--- src/hdl/dq_pkg.sv ---
// Shared types and codes for the double-ended queue.
`default_nettype none
package dq_pkg;

   localparam logic [2:0] OP_PUSH_FRONT = 3'd0;
   localparam logic [2:0] OP_PUSH_BACK  = 3'd1;
   localparam logic [2:0] OP_POP_FRONT  = 3'd2;
   localparam logic [2:0] OP_POP_BACK   = 3'd3;
   localparam logic [2:0] OP_PEEK_FRONT = 3'd4;
   localparam logic [2:0] OP_PEEK_BACK  = 3'd5;

   localparam logic [1:0] ST_OK    = 2'd0;
   localparam logic [1:0] ST_EMPTY = 2'd1;
   localparam logic [1:0] ST_FULL  = 2'd2;

   localparam int unsigned WORD_W = 32;

   localparam logic signed [WORD_W-1:0] EMPTY_WORD = -32'sd1;
   localparam logic signed [WORD_W-1:0] ZERO_WORD  = 32'sd0;

   typedef struct packed {
      logic [2:0]               func;
      logic signed [WORD_W-1:0] value;
   } req_type;

   typedef struct packed {
      logic signed [WORD_W-1:0] data;
      logic [1:0]               status;
      logic                     empty_now;
   } rsp_type;

endpackage
`default_nettype wire

--- src/hdl/dq_ram.sv ---
// Slot memory: one write port, one read port, registered read data.
`default_nettype none
module dq_ram
   import dq_pkg::*;
#(
   parameter int DEPTH = 16,
   parameter int AW    = 4
) (
   input  wire logic                     clock,
   input  wire logic                     wr_en,
   input  wire logic [AW-1:0]            wr_addr,
   input  wire logic signed [WORD_W-1:0] wr_data,
   input  wire logic                     rd_en,
   input  wire logic [AW-1:0]            rd_addr,
   output logic signed [WORD_W-1:0]      rd_data
);

   logic signed [WORD_W-1:0] mem_ff [DEPTH];
   logic signed [WORD_W-1:0] rd_data_ff;

   always_ff @(posedge clock) begin
      if (wr_en) begin
         mem_ff[wr_addr] <= wr_data;
      end
   end

   always_ff @(posedge clock) begin
      if (rd_en) begin
         rd_data_ff <= mem_ff[rd_addr];
      end
   end

   assign rd_data = rd_data_ff;

endmodule
`default_nettype wire

--- src/hdl/double_ended_queue_top.sv ---
// Double-ended queue of signed words in a circular slot memory.
// Latency: a result is registered and valid in the cycle after its word is accepted.
// Throughput: one word per cycle unless stalled; at most one memory read or write per word.
// Reset clears head index, entry count and the result valid flag.
// The slot memory is not cleared; only slots written by a push are ever read.
`default_nettype none
module double_ended_queue_top
   import dq_pkg::*;
#(
   parameter int DEPTH = 16
) (
   input  wire logic clock,
   input  wire logic reset,
   input  wire logic req_valid,
   output logic      req_stall,
   input  wire req_type req_word,
   output logic      rsp_valid,
   input  wire logic rsp_stall,
   output rsp_type   rsp_word
);

   localparam int AW = (DEPTH > 1) ? $clog2(DEPTH) : 1;
   localparam int CW = $clog2(DEPTH + 1);
   localparam int SW = CW + 1;

   localparam logic [AW-1:0] LAST_SLOT = AW'(DEPTH - 1);
   localparam logic [CW-1:0] FULL_CNT  = CW'(DEPTH);
   localparam logic [SW-1:0] DEPTH_SW  = SW'(DEPTH);

   logic [AW-1:0] head_ff, head_in;
   logic [CW-1:0] count_ff, count_in;

   logic                     rsp_valid_ff, rsp_valid_in;
   logic                     sel_mem_ff, sel_mem_in;
   logic signed [WORD_W-1:0] fix_data_ff, fix_data_in;
   logic [1:0]               status_ff, status_in;
   logic                     empty_ff, empty_in;

   logic                     accept;
   logic                     queue_empty, queue_full;
   logic [AW-1:0]            head_dn, head_up, back_slot, tail_slot;
   logic [SW-1:0]            back_sum, tail_sum;
   logic                     wr_en, rd_en;
   logic [AW-1:0]            wr_addr, rd_addr;
   logic signed [WORD_W-1:0] rd_data;

   assign req_stall = rsp_valid_ff & rsp_stall;
   assign accept    = req_valid & ~req_stall;

   assign queue_empty = (count_ff == '0);
   assign queue_full  = (count_ff == FULL_CNT);

   // modular steps without a divider: inputs stay below twice DEPTH
   assign head_dn   = (head_ff == '0) ? LAST_SLOT : head_ff - 1'b1;
   assign head_up   = (head_ff == LAST_SLOT) ? '0 : head_ff + 1'b1;
   assign back_sum  = SW'(head_ff) + SW'(count_ff);
   assign back_slot = (back_sum >= DEPTH_SW) ? AW'(back_sum - DEPTH_SW) : AW'(back_sum);
   assign tail_sum  = back_sum - 1'b1;
   assign tail_slot = (tail_sum >= DEPTH_SW) ? AW'(tail_sum - DEPTH_SW) : AW'(tail_sum);

   always_comb begin
      head_in     = head_ff;
      count_in    = count_ff;
      wr_en       = 1'b0;
      wr_addr     = back_slot;
      rd_en       = 1'b0;
      rd_addr     = head_ff;
      sel_mem_in  = 1'b0;
      fix_data_in = ZERO_WORD;
      status_in   = ST_OK;
      case (req_word.func)
         OP_PUSH_FRONT: begin
            if (queue_full) begin
               status_in = ST_FULL;
            end else begin
               head_in  = head_dn;
               count_in = count_ff + 1'b1;
               wr_en    = accept;
               wr_addr  = head_dn;
            end
         end
         OP_PUSH_BACK: begin
            if (queue_full) begin
               status_in = ST_FULL;
            end else begin
               count_in = count_ff + 1'b1;
               wr_en    = accept;
               wr_addr  = back_slot;
            end
         end
         OP_POP_FRONT, OP_PEEK_FRONT: begin
            if (queue_empty) begin
               status_in   = ST_EMPTY;
               fix_data_in = EMPTY_WORD;
            end else begin
               rd_en      = accept;
               rd_addr    = head_ff;
               sel_mem_in = 1'b1;
               if (req_word.func == OP_POP_FRONT) begin
                  head_in  = head_up;
                  count_in = count_ff - 1'b1;
               end
            end
         end
         OP_POP_BACK, OP_PEEK_BACK: begin
            if (queue_empty) begin
               status_in   = ST_EMPTY;
               fix_data_in = EMPTY_WORD;
            end else begin
               rd_en      = accept;
               rd_addr    = tail_slot;
               sel_mem_in = 1'b1;
               if (req_word.func == OP_POP_BACK) begin
                  count_in = count_ff - 1'b1;
               end
            end
         end
         default: begin
         end
      endcase
      empty_in = (count_in == '0);
   end

   always_comb begin
      rsp_valid_in = rsp_valid_ff;
      if (accept) begin
         rsp_valid_in = 1'b1;
      end else if (!rsp_stall) begin
         rsp_valid_in = 1'b0;
      end
   end

   always_ff @(posedge clock) begin
      if (reset) begin
         head_ff      <= '0;
         count_ff     <= '0;
         rsp_valid_ff <= 1'b0;
      end else begin
         rsp_valid_ff <= rsp_valid_in;
         if (accept) begin
            head_ff  <= head_in;
            count_ff <= count_in;
         end
      end
   end

   always_ff @(posedge clock) begin
      if (accept) begin
         sel_mem_ff  <= sel_mem_in;
         fix_data_ff <= fix_data_in;
         status_ff   <= status_in;
         empty_ff    <= empty_in;
      end
   end

   dq_ram #(
      .DEPTH(DEPTH),
      .AW   (AW)
   ) u_ram (
      .clock  (clock),
      .wr_en  (wr_en),
      .wr_addr(wr_addr),
      .wr_data(req_word.value),
      .rd_en  (rd_en),
      .rd_addr(rd_addr),
      .rd_data(rd_data)
   );

   // read data register only loads on an accepted read, so it holds under stall
   assign rsp_valid          = rsp_valid_ff;
   assign rsp_word.data      = sel_mem_ff ? rd_data : fix_data_ff;
   assign rsp_word.status    = status_ff;
   assign rsp_word.empty_now = empty_ff;

`ifndef SYNTHESIS
   a_count_bound: assert property (@(posedge clock) disable iff (reset)
      count_ff <= FULL_CNT)
      else $error("entry count above depth");

   a_head_bound: assert property (@(posedge clock) disable iff (reset)
      head_ff <= LAST_SLOT)
      else $error("head index out of range");

   a_full_push: assert property (@(posedge clock) disable iff (reset)
      accept && queue_full &&
      (req_word.func == OP_PUSH_FRONT || req_word.func == OP_PUSH_BACK)
      |=> rsp_word.status == ST_FULL && count_ff == FULL_CNT)
      else $error("push on full queue not rejected");

   a_pop_count: assert property (@(posedge clock) disable iff (reset)
      accept && !queue_empty &&
      (req_word.func == OP_POP_FRONT || req_word.func == OP_POP_BACK)
      |=> count_ff == CW'($past(count_ff) - 1'b1) && rsp_word.status == ST_OK)
      else $error("pop did not remove one entry");
`endif

endmodule
`default_nettype wire
--- config.mk ---
export PLATFORM = sky130hd
export DESIGN_NAME = double_ended_queue_top
export DESIGN_NICKNAME = d
export VERILOG_FILES = /design/src/hdl/dq_pkg.sv /design/src/hdl/dq_ram.sv /design/src/hdl/double_ended_queue_top.sv
export SDC_FILE = /design/constraint.sdc
export NUM_CORES = 1
export LEC_CHECK = 0
export ABC_CLOCK_PERIOD_IN_PS = 5000
export BUFFER_PORTS_ARGS = -buffer_cell sky130_fd_sc_hd__buf_4
export CORE_AREA = 2 2 183 320
export CTS_CLUSTER_SIZE = 10
export DETAILED_ROUTE_END_ITERATION = 10
export DIE_AREA = 0 0 185 322
export GPL_TIMING_DRIVEN = 0
export SYNTH_ARGS = -nofsm -noshare
export SYNTH_HDL_FRONTEND = slang
export SYNTH_SLANG_ARGS = --single-unit
--- constraint.sdc ---
create_clock -name clock -period 5 [get_ports clock]
set_input_delay 0.5 -clock clock [delete_from_list [all_inputs] [get_ports clock]]
set_output_delay 0.5 -clock clock [all_outputs]
set_load 0.01 [all_outputs]
==> results.md, run 1 <==
- Most frequent cells in the layout: edfxtp_1, mux2i_1, nand2_1
- Total power: ~10000 uW
- Worst hold path class: in2reg
- Synth cell types: between 50 and 60
- Peak supply drop: approximately 0.25 mV
- NetSw: ~2500 uW
- Critical path class: reg2reg
- Max transition margin: between 30% and 40%
- Status: finished clean
- Drt first pass iters: 5
- Most common flop cell mapped by yosys: edfxtp_1
- Clk Tree Root Cell: clkbuf_16
- Final setup fails: 0
- Pwr dens: between 400 and 500 nW/um2
- Seq pwr share: roughly 50%
- Final ANT Viol Nets: 0
- Site Rows: between 100 and 150
- Clock latency on the worst-skew pair: just over 600 ps
- Worst Setup SP: head_ff[1]
- Horiz. Die Dim: roughly 190 um
- Sinks on Clock Net: roughly 560
- Reg2Reg Depth: 11
- Final hold violation count: 0
- CP Launch Type: flop
- Post-CTS sizing: 0
- Flop2flop setup slack: between 300 and 400 ps
- CP max FO: 10
- Placed inst area: 24500 um2
- Post-Synthesis Cell Area: 22600 um2
- Post-DP HPWL: approximately 36000 um
- Yosys warnings: 0
- Largest net degree at the start of global routing: 24
- Die H: around 320 um
- CP Capture Type: flop
- Min Tclk post-route: around 4600 ps
- H-Tree Depth: 2
- First-pass GRT wire length: between 80000 and 90000 um
- Post-layout net count: 1581
- Worst Clk Skew: 21.4 ps
- Int Power: roughly 8000 uW
- Design Area, Final: roughly 26000 um2
- Routed len/inst: approximately 24 um
- Post-synth ARST share: 0%
- Critical Path AT: between 4000 and 5000 ps
- WP data required: ~5300 ps
- DR DRC count: 0
- Initial drt markers: approximately 910
- Total wire length: 55200 um
- Worst reg2reg path endpoint: u_ram.rd_data[23]
- Vias in the first global route: approximately 13000
- Clock network power share: a little under two fifths
- Static Leak: between 0.009 and 0.01 uW
- Sw Share: 24.3%
- Seq/Total Area, Yosys: roughly 74%
- PortBufs: between 70 and 80
- CTS buffer count: between 60 and 70
- Synth Area per Inst: approximately 16 um2
- Post-cts hold buffer count: 0
- Max Fclk: around 220 MHz
- Postcts setup bufs: 0
- Layout cells sized above 1: between 10% and 20%
- CP endpoint: u_ram.rd_data[23]
- Clock Pin Slew Worst Setup and Hold Paths: ~60 ps
- Starting Density: around two fifths
- #FFs+latches synth: between 500 and 600
- Gr usage total: 18.7%
- Ant. Diodes: 0
- CTS tree: yes
- Area Growth Syn to Fin: 16.0%
- GRT overflow: 0
- Core footprint: 56900 um2
- Initial antenna violation count: 0
- I/O Pins: between 70 and 80
- Fin. max-slew vios: 0
- Comb pwr share: ~13%
- Syn Nets: 1428
- Post-synth EDFFs: 549
- RR Startpoint: head_ff[1]
- Vias per Instance: approximately 5.4
- RSZ-0062 raised after global routing: false
- Commonest non-fill, non-tap cell in the layout: edfxtp_1
- Fin crit share: 92.1%
- Worst Tran Pin Value: approximately 970 ps
- GP Congestion: between 0.8 and 0.9
- Bufs on Longest Clock Path: 3
- Vias: about 13000
- Max-Cap Viols: 0
- Overall die area: a little under 60000 um2
- Syn Inst Count: 1379
sequential cells by signal, summed over array words and instances, names as in the netlist:
signal	count
count_ff	5
u_ram.rd_data	32
head_ff	4
rsp_valid	1
fix_data_ff	1
status_ff	2
empty_ff	1
u_ram.mem_ff	512
sel_mem_ff	1
per-layer routing:
layer | vias up | routed length, um | track usage, %
li1 | 5672 | - | -
met1 | 6393 | 20100 | 20.6
met2 | 385 | 30200 | 35.2
met3 | 127 | 2510 | 2.56
met4 | 0 | 2380 | 8.50
met5 | - | 0 | 0
area by class of cell:
cell class              count  area [um2]
clock buffers              73        1590
well taps                 767         960
repair buffers             90         891
plain buffers              82         459
fillers                  4937       30700
inverters                  15        56.3
flip-flops and latches    559       16700
clock inverters             2        36.3
multi-input cells         723        5470
critical path, stage by stage, from the launching register on:
cell and delay, ps:
dfxtp_1 370, clkbuf_1 350, inv_1 270, fa_1 610
ha_1 270, xnor2_1 380, mux2i_1 280, nor2_1 660
clkbuf_1 650, a22oi_1 180, nand2_1 140, a21oi_1 110
kinds of logic after synthesis:
family                   synth area share (%)
XOR/XNOR                                0.621
multiplexers                             11.9
flip-flops                               74.0
adder cells (fa/ha/maj)                 0.588
AND/OR/NAND/NOR                          4.32
buffers and inverters                    2.29
AO/OA/AOI/OAI                            6.26
power groups by stage:
stage | Sequential [uW] | Clock (uW) | Combinational (uW)
after global routing | 5260 | 4110 | 1450
after floorplan | 5360 | 0 | 835
after CTS | 5260 | 3940 | 1360
after detailed placement | 5360 | 0 | 1360
after global placement | 5360 | 0 | 1310
final | 5260 | 3870 | 1350
worst min path at each step:
stage | from | to | cells after the start
floorplan | count_ff[1] | count_ff[1] | 2
global placement | count_ff[1] | count_ff[1] | 2
detailed placement | count_ff[1] | count_ff[1] | 2
CTS | req_valid | rsp_valid | 3
global route | req_valid | rsp_valid | 3
finish | req_valid | rsp_valid | 3
Yosys cell counts (2+ instances only):
library cell	count	area [um2]
a211oi_1	8	60.1
a21o_1	3	22.5
a21oi_1	49	245
a22oi_1	63	473
a31oi_1	6	37.5
a31oi_2	2	25.0
and2_1	3	18.8
and3_1	2	12.5
buf_2	22	110
buf_4	15	113
buf_6	9	101
clkbuf_1	35	131
dfxtp_1	10	200
edfxtp_1	549	16500
ha_1	9	113
inv_1	15	56.3
mux2_2	2	22.5
mux2i_1	263	2630
nand2_1	109	409
nand3_1	3	15.0
nand3b_1	3	22.5
nand4_1	3	18.8
nor2_1	42	158
nor3_1	40	200
o21ai_0	7	35.0
o22ai_1	66	413
xnor2_1	6	52.6
xor2_1	5	43.8
stage by stage:
step / hold WS, ps / worst slack [ps] / utilization, % / cells / TNS, ps
6_report: 92.1 / 393 / 46.0 / 2311 / 0
5_1_grt: 97.3 / 234 / 46.0 / 2311 / 0
4_1_cts: 70.8 / 403 / 46.0 / 2311 / 0
3_5_place_dp: 565 / 427 / 43.1 / 2236 / 0
3_3_place_gp: 553 / -1090 / 42.3 / 2217 / -402020
2_1_floorplan: 506 / 1240 / - / 1379 / 0
No activity file was read; power rests on OpenSTA's default activity.
==> run 2, diff against run 1 <==
--- a/config.mk
+++ b/config.mk
@@ -5,7 +5,7 @@
 export SDC_FILE = /design/constraint.sdc
 export NUM_CORES = 1
 export LEC_CHECK = 0
-export ABC_CLOCK_PERIOD_IN_PS = 5000
+export ABC_CLOCK_PERIOD_IN_PS = 4110
 export BUFFER_PORTS_ARGS = -buffer_cell sky130_fd_sc_hd__buf_4
 export CORE_AREA = 2 2 183 320
 export CTS_CLUSTER_SIZE = 10
==> constraint.sdc (replaced) <==
create_clock -name clock -period 4.11 [get_ports clock]
set_input_delay 0.411 -clock clock [delete_from_list [all_inputs] [get_ports clock]]
set_output_delay 0.411 -clock clock [all_outputs]
set_load 0.01 [all_outputs]
==> run 2 against run 1 <==
Compared with the run above:
- combinational power up 22%
- count of clock-buffer cells in the layout unchanged
- utilization grew 0.099 points
- final cell count unchanged
- maximum frequency up 21%
- global-route usage barely moved
- flip-flop and latch count unchanged
- register-to-register slack worse by 110 ps
- worst setup slack worse by 110 ps
- largest cell class unchanged
==> results.md, run 2 (same netlist as run 1, synthesis figures left out) <==
- Status: finished clean
- CTS tree: yes
- Gr busiest metal: met2
- Starting Density: 39.6% (unchanged)
- First-pass GRT wire length: 81300 um (about the same)
- Largest stage delay on the critical path: 630 ps (-30 ps)
- Post-DP HPWL: 36100 um (unchanged)
- Gr usage total: 18.7% (about the same)
- PortBufs: 71 (unchanged)
- Flop2flop setup slack: 290 ps (-110 ps)
- Met2 Use GR: 35.2% (about the same)
- Min Tclk post-route: 3820 ps (-785 ps)
- Overall die area: 59600 um2 (unchanged)
- Critical path class: reg2reg
- DR DRC count: 0 (unchanged)
- Max transition margin: 35.5% (+0.28 points)
- Max reg flops: 512 (unchanged)
- Final ANT Viol Nets: 0 (unchanged)
- GR met3 Demand/Resource: 2.58% (+0.023 points)
- Max Fclk: 262 MHz (+21%)
- Clock network power share: 37.0% (about the same)
- Worst Tran Pin Value: 963 ps (-4.22 ps)
- GR Util met1: 20.6% (about the same)
- Seq pwr share: 50.1% (about the same)
- Area Growth Syn to Fin: 16.2%
- Initial drt markers: 834 (-7.9%)
- CTS buffer count: 61 (unchanged)
- Critical Path, Cell by Cell: inv_1, ha_1, inv_1, or3_1, o21ai_0, nor2_1, mux2i_1, nand3b_1, nor2_4, buf_12
- Pwr dens: 487 nW/um2 (+22%)
- Most frequent cells in the layout: edfxtp_1, mux2i_1, nand2_1
- Critical Path AT: 4130 ps (-790 ps)
- Final setup fails: 0 (unchanged)
- Vias per Instance: 5.44 (about the same)
- Largest net degree at the start of global routing: 24 (unchanged)
- Fillers: 4932 (-0.10%)
- Max-Cap Viols: 0 (unchanged)
- Largest Register: u_ram.mem_ff
- CP endpoint: u_ram.mem_ff[5][17]
- Drt first pass iters: 5 (unchanged)
- Clock latency on the worst-skew pair: 620 ps (about the same)
- Sinks on Clock Net: 559 (unchanged)
- WP data required: 4420 ps (-890 ps)
- Routed len/inst: 23.8 um (-0.20%)
- GRT overflow: 0 (unchanged)
- CP Capture Type: flop
- Core footprint: 56900 um2 (unchanged)
- Site Rows: 116 (unchanged)
- Clock Pin Slew Worst Setup and Hold Paths: 60 ps (about the same)
- Worst Clk Skew: 21.5 ps (+0.118 ps)
- Worst reg2reg path endpoint: u_ram.mem_ff[5][17]
- Total power: 12800 uW (+22%)
- Static Leak: 0.00914 uW (+0.69%)
- Commonest non-fill, non-tap cell in the layout: edfxtp_1
- Total wire length: 55100 um (-0.20%)
- Fin crit share: 93.0% (+0.86 points)
- Die H: 322 um (unchanged)
- Clk Tree Root Cell: clkbuf_16
- Horiz. Die Dim: 185 um (unchanged)
- Bufs on Longest Clock Path: 3 (unchanged)
- Worst hold path class: in2reg
- Initial antenna violation count: 0 (unchanged)
- Layout cells sized above 1: 16.5% (+1.6 points)
- CP Launch Type: flop
- Final hold violation count: 0 (unchanged)
- Int Power: 9670 uW (+22%)
- RSZ-0062 raised after global routing: false
- Postcts setup bufs: 0 (unchanged)
- Vias: 12600 (-0.016%)
- Reg2Reg Depth: 10 (-1)
- Dpl ws: -463 ps (-890 ps)
- Hold depth: 1 (-2)
- GP Congestion: 0.866 (unchanged)
- NetSw: 3100 uW (+22%)
- Crit path top cell by count: inv_1
- Sw Share: 24.3% (about the same)
- Crit-path slowest cell: nor2_4
- Fin. max-slew vios: 0 (unchanged)
- Comb pwr share: 12.9% (about the same)
- I/O Pins: 76 (unchanged)
- Peak supply drop: 0.307 mV (+21%)
- RR Startpoint: count_ff[1]
- Ant. Diodes: 0 (unchanged)
- Worst Setup SP: count_ff[1]
- Vias in the first global route: 13000 (-0.038%)
- CP max FO: 20 (+10)
- Worst setup margin: 288 ps (-105 ps)
- Post-layout net count: 1581 (unchanged)
- H-Tree Depth: 2 (unchanged)
run 2: routing by layer:
metal	up-vias	wire length, um
li1	5675	-
met1	6397	20200
met2	377	30100
met3	126	2360
met4	0	2390
met5	-	0
run 2: how the worst min path moves through the flow:
stage / startpoint / to / slack (ps)
6_report: req_word[21] / u_ram.mem_ff[9][21] / 80
2_1_floorplan: count_ff[1] / count_ff[1] / 510
5_1_grt: req_word[23] / u_ram.mem_ff[7][23] / 90
3_5_place_dp: count_ff[1] / count_ff[1] / 560
4_1_cts: req_word[21] / u_ram.mem_ff[9][21] / 70
3_3_place_gp: count_ff[1] / count_ff[1] / 550
run 2: power groups by stage:
stage / sequential (uW) / clock, uW / combinational (uW)
floorplan: 6520 / 0 / 1020
global placement: 6520 / 0 / 1590
detailed placement: 6520 / 0 / 1650
CTS: 6400 / 4790 / 1660
global route: 6400 / 5000 / 1780
finish: 6400 / 4720 / 1650
run 2: critical path, delay by kind of cell, from the launching register on:
| family | cells | cell delay [ps] |
|---|---|---|
| buffers and inverters | 3 | 510 |
| muxes | 1 | 200 |
| adders and majority gates | 1 | 290 |
| AOI/OAI and AO/OA | 1 | 400 |
| DFF | 1 | 380 |
| and+or+nand+nor | 4 | 1670 |
run 2: cell type report:
type | instances | area (um2) | area share (%)
flip-flops and latches | 559 | 16700 | 63.7
multi-input cells | 723 | 5500 | 21.0
clock buffers | 73 | 1590 | 6.08
well taps | 767 | 960 | 3.66
repair buffers | 91 | 901 | 3.44
plain buffers | 81 | 479 | 1.83
inverters | 15 | 56.3 | 0.215
clock inverters | 2 | 36.3 | 0.138
run 2: through the flow:
stage                     utilization (%)  setup TNS, ps  area (um2)  hold WS, ps  instances
final                                46.1              0       26200         82.7       2311
after global routing                 46.1              0       26200         93.5       2311
after CTS                            46.0              0       26200         65.6       2311
after detailed placement             43.1          -7790       24500          565       2236
after global placement               42.3        -893230       24000          553       2217
after floorplan                         -              0       22600          506       1379
run 2: what timing repair did:
action / CTS / global route
resized for setup: 17 / 16
endpoints found under the hold margin: 1 / 0
hold buffers: 1 / 0
endpoints found under the setup margin: 30 / 42
pin swaps: 0 / 1
